<file path="src/izsa_pkg.sv">
`timescale 1ns / 1ps
// ----------------------------------------------------------------------------
// Image zoom source address generator package
// Shared types and constants for the screen-to-flash address pipeline.
// ----------------------------------------------------------------------------
package izsa_pkg;

    // Screen and flash layout.
    localparam int SCREEN_W     = 240;
    localparam int SCREEN_H     = 320;
    localparam int SLOT_BYTES   = 131072;
    localparam int MAX_SLOTS    = 64;
    localparam int SLOT_SHIFT   = $clog2(SLOT_BYTES);
    localparam int FLASH_BASE   = 65536;
    localparam int HEADER_BYTES = 32;
    localparam int COORD_MAX    = 511;

    localparam logic [31:0] TAG_WORD = 32'h494D_4731;

    // Fit-mode division by the screen size is split into a shift and a
    // small odd divisor, which is then done by a reciprocal multiply.
    // 240 = 16 * 15 and 320 = 64 * 5. The reciprocals are exact for all
    // products of an on-screen coordinate and a 10-bit image size.
    localparam int           FIT_X_SHIFT = 4;
    localparam logic [16:0]  RECIP_X     = 17'd69906;   // ceil(2^20 / 15)
    localparam int           RECIP_X_SH  = 20;
    localparam int           FIT_Y_SHIFT = 6;
    localparam logic [13:0]  RECIP_Y     = 14'd13108;   // ceil(2^16 / 5)
    localparam int           RECIP_Y_SH  = 16;

    // Configuration register indexes.
    typedef enum logic [2:0] {
        REG_SCALE_MODE   = 3'd0,
        REG_IMAGE_SLOT   = 3'd1,
        REG_IMAGE_WIDTH  = 3'd2,
        REG_IMAGE_HEIGHT = 3'd3,
        REG_HEADER_MAGIC = 3'd4
    } t_reg_idx;

    // Zoom modes.
    typedef enum logic [1:0] {
        ZOOM_ORIGINAL  = 2'd0,
        ZOOM_DOUBLE    = 2'd1,
        ZOOM_TO_SCREEN = 2'd2
    } t_zoom;

    typedef struct packed {
        logic [1:0]  scale_mode;
        logic [5:0]  image_slot;
        logic [9:0]  image_width;
        logic [9:0]  image_height;
        logic [31:0] header_magic;
    } t_cfg;

    typedef struct packed {
        logic [7:0] screen_x;
        logic [8:0] screen_y;
    } t_in_item;

    typedef struct packed {
        logic        show_source;
        logic [8:0]  source_col;
        logic [8:0]  source_row;
        logic [23:0] source_address;
    } t_out_item;

    // Result of the coordinate mapping stages.
    typedef struct packed {
        logic       ok;
        logic [8:0] col;
        logic [8:0] row;
    } t_map;

endpackage

</file>
<file path="src/izsa_coord_map.sv">
`timescale 1ns / 1ps
// ----------------------------------------------------------------------------
// Coordinate mapping stages
// Maps a screen position to a source column and row in two register stages.
// ----------------------------------------------------------------------------
module izsa_coord_map (
    input  logic               i_clk,
    input  logic               i_rst_n,
    input  izsa_pkg::t_cfg     i_cfg,
    input  logic               i_valid,
    output logic               o_ready,
    input  izsa_pkg::t_in_item i_item,
    output logic               o_valid,
    input  logic               i_ready,
    output izsa_pkg::t_map     o_map
);
    import izsa_pkg::*;

    localparam logic [10:0] SW = 11'(SCREEN_W);
    localparam logic [10:0] SH = 11'(SCREEN_H);

    // Stage 1 registers.
    logic        r_v1;
    logic        r_ok1;
    logic        r_fit1;
    logic [9:0]  r_col1;
    logic [9:0]  r_row1;
    logic [17:0] r_px1;
    logic [18:0] r_py1;

    // Stage 2 registers.
    logic        r_v2;
    t_map        r_map2;

    logic        s1_ready;
    logic        s2_ready;

    logic        base_ok;
    logic [10:0] ox;
    logic [10:0] oy;
    logic [10:0] c0;
    logic [10:0] r0;
    logic        in0;
    logic        in1;
    logic        n_ok1;
    logic        n_fit1;
    logic [9:0]  n_col1;
    logic [9:0]  n_row1;

    logic [30:0] qx_prod;
    logic [26:0] qy_prod;
    logic [10:0] qx;
    logic [10:0] qy;
    logic [10:0] col2;
    logic [10:0] row2;
    t_map        n_map2;

    assign s2_ready = !r_v2 || i_ready;
    assign s1_ready = !r_v1 || s2_ready;
    assign o_ready  = s1_ready;

    // Stage 1: range checks, original-size and double-size mapping, and the
    // products for fit mode.
    always_comb begin
        base_ok = (i_cfg.header_magic == TAG_WORD)
               && (i_cfg.image_width != '0) && (i_cfg.image_height != '0)
               && (32'(i_cfg.image_slot) < MAX_SLOTS)
               && (32'(i_item.screen_x) < SCREEN_W)
               && (32'(i_item.screen_y) < SCREEN_H);

        ox = ({1'b0, i_cfg.image_width} >= SW) ? '0
           : ((SW - {1'b0, i_cfg.image_width}) >> 1);
        oy = ({1'b0, i_cfg.image_height} >= SH) ? '0
           : ((SH - {1'b0, i_cfg.image_height}) >> 1);
        c0 = {3'b0, i_item.screen_x} - ox;
        r0 = {2'b0, i_item.screen_y} - oy;
        in0 = ({3'b0, i_item.screen_x} >= ox) && ({2'b0, i_item.screen_y} >= oy)
           && (c0 < {1'b0, i_cfg.image_width}) && (r0 < {1'b0, i_cfg.image_height});
        in1 = ({3'b0, i_item.screen_x[7:1]} < i_cfg.image_width)
           && ({2'b0, i_item.screen_y[8:1]} < i_cfg.image_height);

        n_fit1 = 1'b0;
        n_col1 = '0;
        n_row1 = '0;
        unique case (i_cfg.scale_mode)
            ZOOM_ORIGINAL: begin
                n_ok1  = base_ok && in0;
                n_col1 = c0[9:0];
                n_row1 = r0[9:0];
            end
            ZOOM_DOUBLE: begin
                n_ok1  = base_ok && in1;
                n_col1 = {3'b0, i_item.screen_x[7:1]};
                n_row1 = {2'b0, i_item.screen_y[8:1]};
            end
            ZOOM_TO_SCREEN: begin
                n_ok1  = base_ok;
                n_fit1 = 1'b1;
            end
            default: begin
                n_ok1 = 1'b0;
            end
        endcase
    end

    always_ff @(posedge i_clk) begin
        if (!i_rst_n) begin
            r_v1 <= 1'b0;
        end else if (s1_ready) begin
            r_v1 <= i_valid;
        end
    end

    always_ff @(posedge i_clk) begin
        if (s1_ready) begin
            r_ok1  <= n_ok1;
            r_fit1 <= n_fit1;
            r_col1 <= n_col1;
            r_row1 <= n_row1;
            r_px1  <= 18'(i_item.screen_x) * 18'(i_cfg.image_width);
            r_py1  <= 19'(i_item.screen_y) * 19'(i_cfg.image_height);
        end
    end

    // Stage 2: fit-mode division by reciprocal multiply, then the final
    // coordinate range check.
    always_comb begin
        qx_prod = 31'(r_px1[17:FIT_X_SHIFT]) * 31'(RECIP_X);
        qy_prod = 27'(r_py1[18:FIT_Y_SHIFT]) * 27'(RECIP_Y);
        qx      = qx_prod[30:RECIP_X_SH];
        qy      = qy_prod[26:RECIP_Y_SH];
        col2    = r_fit1 ? qx : {1'b0, r_col1};
        row2    = r_fit1 ? qy : {1'b0, r_row1};
        n_map2.ok  = r_ok1 && (32'(col2) <= COORD_MAX) && (32'(row2) <= COORD_MAX);
        n_map2.col = col2[8:0];
        n_map2.row = row2[8:0];
    end

    always_ff @(posedge i_clk) begin
        if (!i_rst_n) begin
            r_v2 <= 1'b0;
        end else if (s2_ready) begin
            r_v2 <= r_v1;
        end
    end

    always_ff @(posedge i_clk) begin
        if (s2_ready) begin
            r_map2 <= n_map2;
        end
    end

    assign o_valid = r_v2;
    assign o_map   = r_map2;

endmodule

</file>
<file path="src/image_zoom_source_address_generator.sv">
`timescale 1ns / 1ps
// Throughput: one item per cycle while the output is taken; four register
// stages (checks and products, reciprocal division, row-times-width multiply, address add).
// Reset empties the pipeline and sets the registers to fit mode, slot 0,
// a zero-size image and a zero header magic.
// ----------------------------------------------------------------------------
// Image zoom source address generator
// For each screen pixel gives the flash byte address of the RGB565 source
// pixel to show there, or a black-fill result.
// ----------------------------------------------------------------------------
module image_zoom_source_address_generator (
    input  logic                i_clk,
    input  logic                i_rst_n,
    // Configuration write port.
    input  logic                i_cfg_we,
    input  logic [2:0]          i_cfg_index,
    input  logic [31:0]         i_cfg_wdata,
    // Screen position items.
    input  logic                i_in_valid,
    output logic                o_in_ready,
    input  izsa_pkg::t_in_item  i_in_data,
    // Source address items.
    output logic                o_out_valid,
    input  logic                i_out_ready,
    output izsa_pkg::t_out_item o_out_data
);
    import izsa_pkg::*;

    // Configuration registers. The user must change them only while the pipeline
    // is idle; the block itself does not enforce this. Every stage reads them directly.
    t_cfg r_cfg;

    always_ff @(posedge i_clk) begin
        if (!i_rst_n) begin
            r_cfg.scale_mode   <= ZOOM_TO_SCREEN;
            r_cfg.image_slot   <= '0;
            r_cfg.image_width  <= '0;
            r_cfg.image_height <= '0;
            r_cfg.header_magic <= '0;
        end else if (i_cfg_we) begin
            unique case (i_cfg_index)
                REG_SCALE_MODE:   r_cfg.scale_mode   <= i_cfg_wdata[1:0];
                REG_IMAGE_SLOT:   r_cfg.image_slot   <= i_cfg_wdata[5:0];
                REG_IMAGE_WIDTH:  r_cfg.image_width  <= i_cfg_wdata[9:0];
                REG_IMAGE_HEIGHT: r_cfg.image_height <= i_cfg_wdata[9:0];
                REG_HEADER_MAGIC: r_cfg.header_magic <= i_cfg_wdata;
                default: begin
                end
            endcase
        end
    end

    // Stages 1 and 2: screen position to source column and row.
    logic map_valid;
    logic map_ready;
    t_map map_out;

    izsa_coord_map u_map (
        .i_clk   (i_clk),
        .i_rst_n (i_rst_n),
        .i_cfg   (r_cfg),
        .i_valid (i_in_valid),
        .o_ready (o_in_ready),
        .i_item  (i_in_data),
        .o_valid (map_valid),
        .i_ready (map_ready),
        .o_map   (map_out)
    );

    // Each stage moves on when it is empty or when the next stage moves, so
    // a full pipeline keeps accepting one item per cycle while the output
    // is taken, and in a full pipeline a stall holds every stage in place.
    logic        r_v3;
    t_map        r_map3;
    logic [18:0] r_prod3;
    logic        r_v4;
    t_out_item   r_out4;

    logic        s3_ready;
    logic        s4_ready;
    logic [19:0] pix_index;
    logic [23:0] slot_base;
    t_out_item   n_out4;

    assign s4_ready  = !r_v4 || i_out_ready;
    assign s3_ready  = !r_v3 || s4_ready;
    assign map_ready = s3_ready;

    // Stage 3: row times the image width.
    always_ff @(posedge i_clk) begin
        if (!i_rst_n) begin
            r_v3 <= 1'b0;
        end else if (s3_ready) begin
            r_v3 <= map_valid;
        end
    end

    always_ff @(posedge i_clk) begin
        if (s3_ready) begin
            r_map3  <= map_out;
            r_prod3 <= 19'(map_out.row) * 19'(r_cfg.image_width);
        end
    end

    // Stage 4: byte address. The slot size is a power of two, so the slot
    // base is a shift. Everything wraps to 24 bits. A black result carries
    // zero in every field.
    always_comb begin
        pix_index = 20'(r_prod3) + 20'(r_map3.col);
        slot_base = 24'({r_cfg.image_slot, SLOT_SHIFT'(0)});
        n_out4    = '0;
        if (r_map3.ok) begin
            n_out4.show_source    = 1'b1;
            n_out4.source_col     = r_map3.col;
            n_out4.source_row     = r_map3.row;
            n_out4.source_address = 24'(FLASH_BASE + HEADER_BYTES) + slot_base
                                  + 24'({pix_index, 1'b0});
        end
    end

    always_ff @(posedge i_clk) begin
        if (!i_rst_n) begin
            r_v4 <= 1'b0;
        end else if (s4_ready) begin
            r_v4 <= r_v3;
        end
    end

    always_ff @(posedge i_clk) begin
        if (s4_ready) begin
            r_out4 <= n_out4;
        end
    end

    assign o_out_valid = r_v4;
    assign o_out_data  = r_out4;

`ifndef ASSERT_OFF
    // A black item carries zero in every other field.
    a_black_zero: assert property (@(posedge i_clk) disable iff (!i_rst_n)
        o_out_valid && !o_out_data.show_source |->
            o_out_data.source_col == '0 && o_out_data.source_row == '0
            && o_out_data.source_address == '0)
        else $error("black item with nonzero fields");

    // Pixel addresses are always even.
    a_addr_even: assert property (@(posedge i_clk) disable iff (!i_rst_n)
        o_out_valid && o_out_data.show_source |-> !o_out_data.source_address[0])
        else $error("odd source address");

    // When the output is being taken, the whole pipeline can move.
    a_ready_chain: assert property (@(posedge i_clk) disable iff (!i_rst_n)
        i_out_ready |-> o_in_ready)
        else $error("input stalled while output is taken");

    // An item taken at the output leaves the final stage unless one moves in.
    a_drain: assert property (@(posedge i_clk) disable iff (!i_rst_n)
        o_out_valid && i_out_ready && !r_v3 |=> !o_out_valid)
        else $error("output item repeated");
`endif

endmodule
</file>
<file path="config.mk">
export PLATFORM = sky130hd
export DESIGN_NAME = image_zoom_source_address_generator
export DESIGN_NICKNAME = d
export VERILOG_FILES = /design/src/izsa_pkg.sv /design/src/izsa_coord_map.sv /design/src/image_zoom_source_address_generator.sv
export SDC_FILE = /design/constraint.sdc
export NUM_CORES = 1
export LEC_CHECK = 0
export ABC_AREA = 1
export BUFFER_PORTS_ARGS = -buffer_cell sky130_fd_sc_hd__buf_2
export CAP_MARGIN = 20
export CORE_ASPECT_RATIO = 1.4
export CORE_MARGIN = 2
export CORE_UTILIZATION = 45
export CTS_CLUSTER_DIAMETER = 40
export DETAILED_ROUTE_END_ITERATION = 16
export GPL_TIMING_DRIVEN = 1
export SLEW_MARGIN = 40
export SYNTH_ARGS = -nofsm -noshare
export SYNTH_HDL_FRONTEND = slang
export SYNTH_SLANG_ARGS = --single-unit
</file>
<file path="constraint.sdc">
create_clock -name i_clk -period 5.29 [get_ports i_clk]
set_input_delay 0.2645 -clock i_clk [delete_from_list [all_inputs] [get_ports i_clk]]
set_output_delay 0.2645 -clock i_clk [all_outputs]
set_load 0.02 [all_outputs]
</file>
# Word level (Yosys, flattened, before mapping)
# Index checks and enable logic that the tools add are counted.
word_totals:
  elab_cells: 95
  reg_bits: 223
  input_bits: 57
op_classes:
  magnitude_cmp: 12
  n_reduce_logical: 29
  n_eq_ne: 7
  n_mul: 5
  n_addsub: 7
  muxes: 9
op_table:
  columns: ["op", "n"]
  rows:
  - ["two-way mux 43 bit", 1]
  - ["one-hot mux 10 bit (2 select lines)", 2]
  - ["multiplier 9 x 10 -> 19 bit", 2]
  - ["equality test 32 x 31 -> 1 bit (second input constant)", 1]
  - ["multiplier 14 x 16 -> 30 bit (second input constant)", 1]
  - ["multiplier 13 x 12 -> 25 bit (second input constant)", 1]
  - ["adder 17 x 23 -> 24 bit (first input constant)", 1]
  - ["adder 24 x 21 -> 24 bit", 1]
  - ["<= comparator 11 x 9 -> 1 bit (second input constant)", 2]
  - ["< comparator 11 x 10 -> 1 bit", 2]
  - ["two-way mux 11 bit", 2]
  - ["adder 19 x 9 -> 20 bit", 1]
  - ["two-way mux 10 bit", 2]
  - ["nonzero test 10 bit", 2]
  - ["multiplier 8 x 10 -> 18 bit", 1]
  - ["logical AND 1 bit", 12]
  - [">= comparator 8 x 11 -> 1 bit", 1]
  - [">= comparator 9 x 11 -> 1 bit", 1]
  - ["subtractor 8 x 10 -> 11 bit (first input constant)", 1]
  - ["subtractor 8 x 11 -> 11 bit", 1]
  - ["subtractor 9 x 10 -> 11 bit (first input constant)", 1]
  - ["subtractor 9 x 11 -> 11 bit", 1]
  - [">= comparator 10 x 8 -> 1 bit (second input constant)", 1]
  - [">= comparator 10 x 9 -> 1 bit (second input constant)", 1]
  - ["other kinds (16)", 27]

# Depth between registers and ports, before layout
# Gate-level depths: netlist of the first run.
depth:
  word_depth: 8
  depth_mapped: 29
  ltp_nobuf: 28

# By module
# Synthesis of the first run repeated with hierarchy kept, for this count alone.
unflattened:
  hier_cells: 3173
  hier_area_um2: 25199.2
modules_own_cells:
  columns: ["module", "area_each_um2", "cells_each", "seq_area_each_um2", "instances"]
  rows:
  - ["izsa_coord_map", 15921.5, 2049, 2082.0, 1]
  - ["image_zoom_source_address_generator", 9277.6, 1124, 3643.5, 1]

# Least setup slack after synthesis of the first run
# OpenSTA, ideal clock, no wires.
synth_path:
  path_kind: "register to register"
  start: "register u_map.r_py1[12]"
  end: "register u_map.r_map2 (netlist bit u_map.o_map[6]), data pin"
  synth_period_minus_slack_ps: 4626
  setup_ps: 254
  setup_slack_ps: 664
  n_path_buf: 0
  path_stages_with_launch: 21
  arrival_time_ps: 4373
  cell_sequence: "edfxtp_1 > ha_1 > inv_1 > fa_1 > inv_1 > fa_1 > fa_1 > inv_1 > fa_1 > inv_1 > ha_1 > a21oi_1 > o21a_1 > nor2_1 > nor2_1 > o21ai_0 > nand3_1 > nand2_1 > or2_2 > nand3_1 > nand2_1"
synth_lines:
  columns: ["item", "line", "rtl"]
  rows:
  - ["start: declaration", "izsa_coord_map.sv:29", "logic [18:0] r_py1;"]
  - ["start signal: assignment", "izsa_coord_map.sv:121", "r_py1 <= 19'(i_item.screen_y) * 19'(i_cfg.image_height);"]
  - ["end signal: assignment", "izsa_coord_map.sv:149", "r_map2 <= n_map2;"]
  - ["end: declaration", "izsa_coord_map.sv:33", "t_map r_map2;"]

==> flow_summary.ini, run 1 <==
[floorplan]
die_area_um2 = 55800
die_w_um = 200
start_util_pct = 45.6
die_y_um = 279
ios = 102
core-area_um2 = 53200
rows = 100

[clocking]
clkTransAtPathRegs_ns = 0.05
cts_tree = yes
cts-root-buf = clkbuf_16
worstSkewPairLatency_ns = 0.54
cts_buffers = 37
cts.path.max_buffers = 3
numClockSinks = 212
htree_levels = 2

[synth]
synth_edf_count = 148
ys.flop_type = edfxtp_1
synth_fp_nets = 3581
synth_area_leaders = fa_1 18%, edfxtp_1 18%, ha_1 18%
synthCells = 2945
synth.avg_cell_area_um2 = 8.23
synth-seq-cells = 212
synth.top_cell.area_share_pct = 18.5
synth.largest_area_cell = fa_1
ys_warn_count = 0
yosysUniqueCellTypes = 56
ys_seq_area_share_pct = 23.6
synth_area_um2 = 24200
synthArstFlopShare_pct = 0

[power_and_ir_drop]
p_int_uw = 4720
power_leakage_uw = 0.0150
clockPowerShare_pct = 33.6
p_sw_uw = 2800
ir_drop_mv = 0.202
sequentialPowerShare_pct = 29.3
power_density_nw_per_um2 = 278
p_sw_share_pct = 37.3
p_comb_share_pct = 37.1

[final_layout]
antenna_cells = 0
finish.utilization_pct = 50.9
areaGrowthSynthToFinish_pct = 11.6
nFillCells = 5077
nNetsFinal = 3687
drive_above_1_share_pct = 7.80

[worst_setup_path]
cp.required_ns = 5.58
cp.buffers_inverters = 4
cp-endpoint = u_map.o_map[6]
r2r_cells = 19
cp-startpoint = u_map.r_py1[14]
cp-end-kind = flop
cp-start-kind = flop
critical_path.max_fanout = 5
crit_family = adder cells
crit_arrival_ns = 5.26
slowest_delay_ns = 0.54
crit_type = reg -> reg
path_cells = ha_1, inv_1, fa_1, fa_1, inv_1, fa_1, inv_1, fa_1, inv_1, ha_1, a21oi_1, o21ai_0, nor2_1, o21ai_0, nand3_1, nand2_1, or2_2, nand3_1, nand2_1
ff2ff_setup_slack_ns = 0.32
cp.depth = 19
crit_path_top_delay_cell = fa_1
rr_endpoint = u_map.o_map[6]
r2r_start = u_map.r_py1[14]

[sta]
maxSlewViolCount = 0
finalCritPeriodShare_pct = 94.0
rsz0062_at_grt = no
timing.setup.tns_ns = 0
finalHoldViolations = 0
timing.slew.headroom_pct = 47.4
max_freq_mhz = 201
setup_viol = 0
post-route-min-period_ns = 4.97
tightest_slew_ns = 0.785
skew_ns = 0.0248

[run_status]
status = complete, no violations

[place]
port_buffers = 100
gp_congestion = 0.920
dp_hpwl_mm = 52.1

[drt]
drt_wl_total_mm = 63.1
ant_nets = 0
firstDrtPassIters = 5
drt-initial-drc-count = 819
vias_per_cell = 5.11
vias = 19400
wl_per_cell_um = 16.6
drc = 0

[global_route]
grt_pass1_wl_mm = 101
grt_antenna_before_repair = 4
globalRoute.totalOverflow = 0
grtUsageTotal_pct = 22.9
grt_pass1_vias = 20200
grt_max_degree = 63

[hold_path]
min_path_type = in -> reg

[flow_run]
max_cap_violations = 0
[tightest hold or removal path, stage by stage]
cell and delay [ns]:
buf_2 0.07, o21ai_0 0.08, a21oi_1 0.11
[what timing repair did]
action                                  CTS  global route
hold buffers                             12             0
endpoints found under the setup margin    0             4
hold endpoints to repair                 12             0
buffers inserted                          0             7
gates resized for setup                   0             4
[layout make-up]
| cell class | instances | area (um^2) | area share (%) |
|---|---|---|---|
| multi-input cells | 2007 | 15800 | 58.3 |
| flip-flops and latches | 212 | 5730 | 21.2 |
| inverters | 643 | 2410 | 8.92 |
| clock buffers | 43 | 958 | 3.54 |
| repair buffers | 150 | 933 | 3.45 |
| well taps | 714 | 893 | 3.30 |
| clock inverters | 22 | 347 | 1.28 |
[layout by cell type (no fill, tap or decap), types with 3 or more instances in the layout]
cell type and count:
o21bai_1 6, nor2_1 181, bufinv_16 8, nand3_2 3, fa_1 224, nor4_1 6, nand3_1 84, o211ai_1 7
dlygate4sd3_1 12, or2_2 9, a31oi_1 10, clkbuf_16 37, o21ai_0 138, clkinv_4 4, o21a_1 6, a21o_1 13
nand4_1 35, nand2_1 577, inv_6 5, ha_1 355, a22o_1 8, a21oi_1 181, nor2_2 4, dfxtp_1 62
buf_2 99, xor2_1 54, clkbuf_1 5, and2_1 3, xnor2_1 21, inv_1 638, edfxtp_1 148, inv_2 3
nand3b_1 5, clkinv_1 4, buf_4 37, nand2_2 11, o21ai_1 3, o31ai_1 9, nor3_1 23
[flip-flops by register name (all words and copies together) (netlist names), 10 cells and up]
name	flops
u_map.o_map	19
u_map.r_py1	13
r_cfg	60
u_map.r_col1	10
u_map.r_px1	14
o_out_data	42
r_prod3	19
u_map.r_row1	10
r_map3	19
[kinds of logic (layout without fill, tap and decap cells)]
kind of cell	after synthesis	in the layout	synth area share, %
AOI/OAI and AO/OA	396	396	8.96
xor gates and xnor gates	77	77	2.84
adders and majority gates	579	579	36.8
buffers and inverters	726	858	11.3
DFF	212	212	23.6
other	2	2	0.0310
and+or+nand+nor	953	953	16.4
[routing by layer]
metal  track usage, %  vias to the layer above  share of wire, %  wire length, um
met5                0                        -             0.097               61
met4             10.3                        8               4.5             2870
met3             2.87                      139               2.9             1840
met2             44.5                      355                54            34300
met1             24.4                     9313                38            24000
li1                 -                     9539                 -                -
[power by group through the flow]
stage / combinational, uW / clock (uW) / sequential [uW]
floorplan: 2050 / 0 / 2070
global placement: 2740 / 0 / 2230
detailed placement: 2770 / 0 / 2240
CTS: 2800 / 2570 / 2210
global route: 3200 / 2650 / 2220
finish: 2790 / 2520 / 2210
[stage by stage]
stage	cell area (um^2)	instances	hold slack, ns	power, uW	setup WS, ns
6_report	27100	3791	0.0267	7520	0.316
5_1_grt	27100	3791	0.0178	8070	0.00172
4_1_cts	27000	3784	0.00101	7580	0.244
3_5_place_dp	25600	3707	0.405	5010	0.250
3_3_place_gp	25600	3707	0.407	4970	0.255
2_1_floorplan	24200	2945	0.397	4130	0.664
[how the worst min path moves through the flow]
stage / end / slack, ns / cells after the start / from
3_3_place_gp: r_map3[10] / 0.41 / 0 / u_map.o_map[10]
3_5_place_dp: r_map3[12] / 0.41 / 0 / u_map.o_map[12]
5_1_grt: r_cfg[25] / 0.02 / 3 / i_cfg_wdata[25]
2_1_floorplan: u_map.r_v1 / 0.40 / 2 / i_in_valid
4_1_cts: r_cfg[15] / 0.001 / 3 / i_cfg_wdata[15]
6_report: r_cfg[12] / 0.03 / 3 / i_cfg_wdata[12]
[synth_stat cells, drive strengths merged, types with 21 or more instances]
library cell / count
inv: 642
edfxtp: 148
xor2: 55
nor3: 25
nand2: 589
nor2: 187
dfxtp: 64
buf: 21
o21ai: 141
a21oi: 182
nand3: 87
clkbuf: 62
nand4: 35
xnor2: 22
ha: 355
fa: 224
Power figures use the tool's default switching activity.
==> inputs of run 2 (changes only) <==
Clock period 5.29 ns to 6.3 ns, I/O delays scaled along.
==> flow_summary.ini, run 2 (synthesis results as in run 1) <==
[sta]
finalHoldViolations = 0
tightest_slew_ns = 0.878
layout_setup_ws_ns = 1.22
setup_viol = 0
post-route-min-period_ns = 5.08
maxSlewViolCount = 0
max_freq_mhz = 197
skew_ns = 0.0224
timing.slew.headroom_pct = 41.4
finalCritPeriodShare_pct = 80.6
rsz0062_at_grt = no
timing.setup.tns_ns = 0

[drt]
ant_nets = 0
vias_per_cell = 5.13
highest_layer = met5
wl_per_cell_um = 16.7
drt_wl_total_mm = 62.6
drt-initial-drc-count = 856
firstDrtPassIters = 8
vias = 19200
drc = 0
met2WireLength_mm = 33.6
met1Wirelength_mm = 23.6
routed-wl-met3_mm = 1.89

[final_layout]
nNetsFinal = 3646
final_common_cell = inv_1
final_cell_mix = 638 x inv_1, 577 x nand2_1, 355 x ha_1
drive_above_1_share_pct = 6.85
finalNonFillerCells = 3753
design_area_um2 = 26600
areaGrowthSynthToFinish_pct = 9.81
largest_register_ffs = 60
max_flop_register = r_cfg

[place]
gp_congestion = 0.919
place_ws_ns = 1.25
dp_cells = 3685
dp_hpwl_mm = 51.1
place_area_um2 = 25400
port_buffers = 100

[clocking]
cts-root-buf = clkbuf_16
cts_tree = yes
numClockSinks = 212
cts.path.max_buffers = 3
clkTransAtPathRegs_ns = 0.06
cts_buffers = 36
htree_levels = 2
worstSkewPairLatency_ns = 0.54

[worst_setup_path]
crit_type = reg -> reg
path_cells = ha_1, inv_1, fa_1, inv_1, fa_1, fa_1, inv_1, fa_1, inv_1, ha_1, a21oi_1, o21a_1, nor2_1, nor2_1, o21ai_0, nand3_1, nand2_1, or2_2, nand3_1, nand2_1
r2r_start = u_map.r_py1[12]
cp.required_ns = 6.58
crit_family = adder cells
cp-startpoint = u_map.r_py1[12]
ff2ff_setup_slack_ns = 1.22
r2r_cells = 20
cp-end-kind = flop
critical_path.max_fanout = 5
cp-start-kind = flop
slowest_delay_ns = 0.54
crit_arrival_ns = 5.36
cp.buffers_inverters = 4
rr_endpoint = u_map.o_map[6]
crit_path_top_delay_cell = fa_1

[power_and_ir_drop]
power_leakage_uw = 0.0147
ir_drop_mv = 0.201
power_density_nw_per_um2 = 228
total_power_uw = 6070

[global_route]
globalRoute.totalOverflow = 0
grt_max_degree = 63
grtUsageTotal_pct = 22.8
grt_antenna_before_repair = 3
grt_pass1_vias = 20700
grt_pass1_wl_mm = 102

[hold_path]
holdPathEnd = r_cfg[24]
hold_depth = 3
hp-start = i_cfg_wdata[24]
min_path_type = in -> reg

[floorplan]
core-area_um2 = 53200
rows = 100
ios = 102
start_util_pct = 45.6
die_area_um2 = 55800
die_y_um = 279
die_w_um = 200

[flow_run]
max_cap_violations = 0

[run_status]
status = complete, no violations
run 2: cell types whose count changed in the layout (fill, tap and decap cells not counted), sizes merged, moves of 2 or more:
cell,before,now
diode,0,2
dlygate4sd3,12,1
clkbuf,43,48
inv,646,648
bufinv,8,2
buf,138,109
run 2: layout make-up:
class	count	area, um^2
Fill cell	5148	26600
Multi-Input combinational cell	2007	15800
Sequential cell	212	5730
Inverter	643	2420
Clock buffer	48	1030
Tap cell	714	893
Timing Repair Buffer	110	581
Clock inverter	17	189
Antenna cell	2	5.00
run 2: worst max path at each step:
stage / endpoint / cells after the start
final: u_map.o_map[6] / 20
after global routing: u_map.o_map[6] / 20
after CTS: u_map.o_map[6] / 20
after detailed placement: u_map.o_map[6] / 19
after global placement: u_map.o_map[6] / 20
after floorplan: u_map.o_map[6] / 20
run 2: what timing repair did:
action                    CTS  global route
hold endpoints to repair    1             0
setup buffers               0             0
hold buffers                1             0
gates resized for setup     0             0
run 2: routing by layer:
layer / GRT usage, % / vias up
li1: - / 9457
met1: 23.9 / 9201
met2: 44.0 / 394
met3: 2.73 / 189
met4: 12.7 / 2
met5: 0 / -
run 2: where the power goes:
group          internal, uW  switching [uW]
Sequential             1650             208
Clock                  1250             715
Combinational           841            1410
Total                  3740            2330
run 2: tightest hold or removal path: cells and delay by family:
family | cells | cell delay [ns]
AND/OR/NAND/NOR | 1 | 0.08
AO/OA/AOI/OAI | 1 | 0.07
buffers and inverters | 1 | 0.07
run 2: per-stage QoR:
step	hold slack [ns]	util, %
final	0.0329	50.1
after global routing	0.0551	50.0
after CTS	0.0106	50.0
after detailed placement	0.405	47.7
after global placement	0.403	47.7
after floorplan	0.400	-
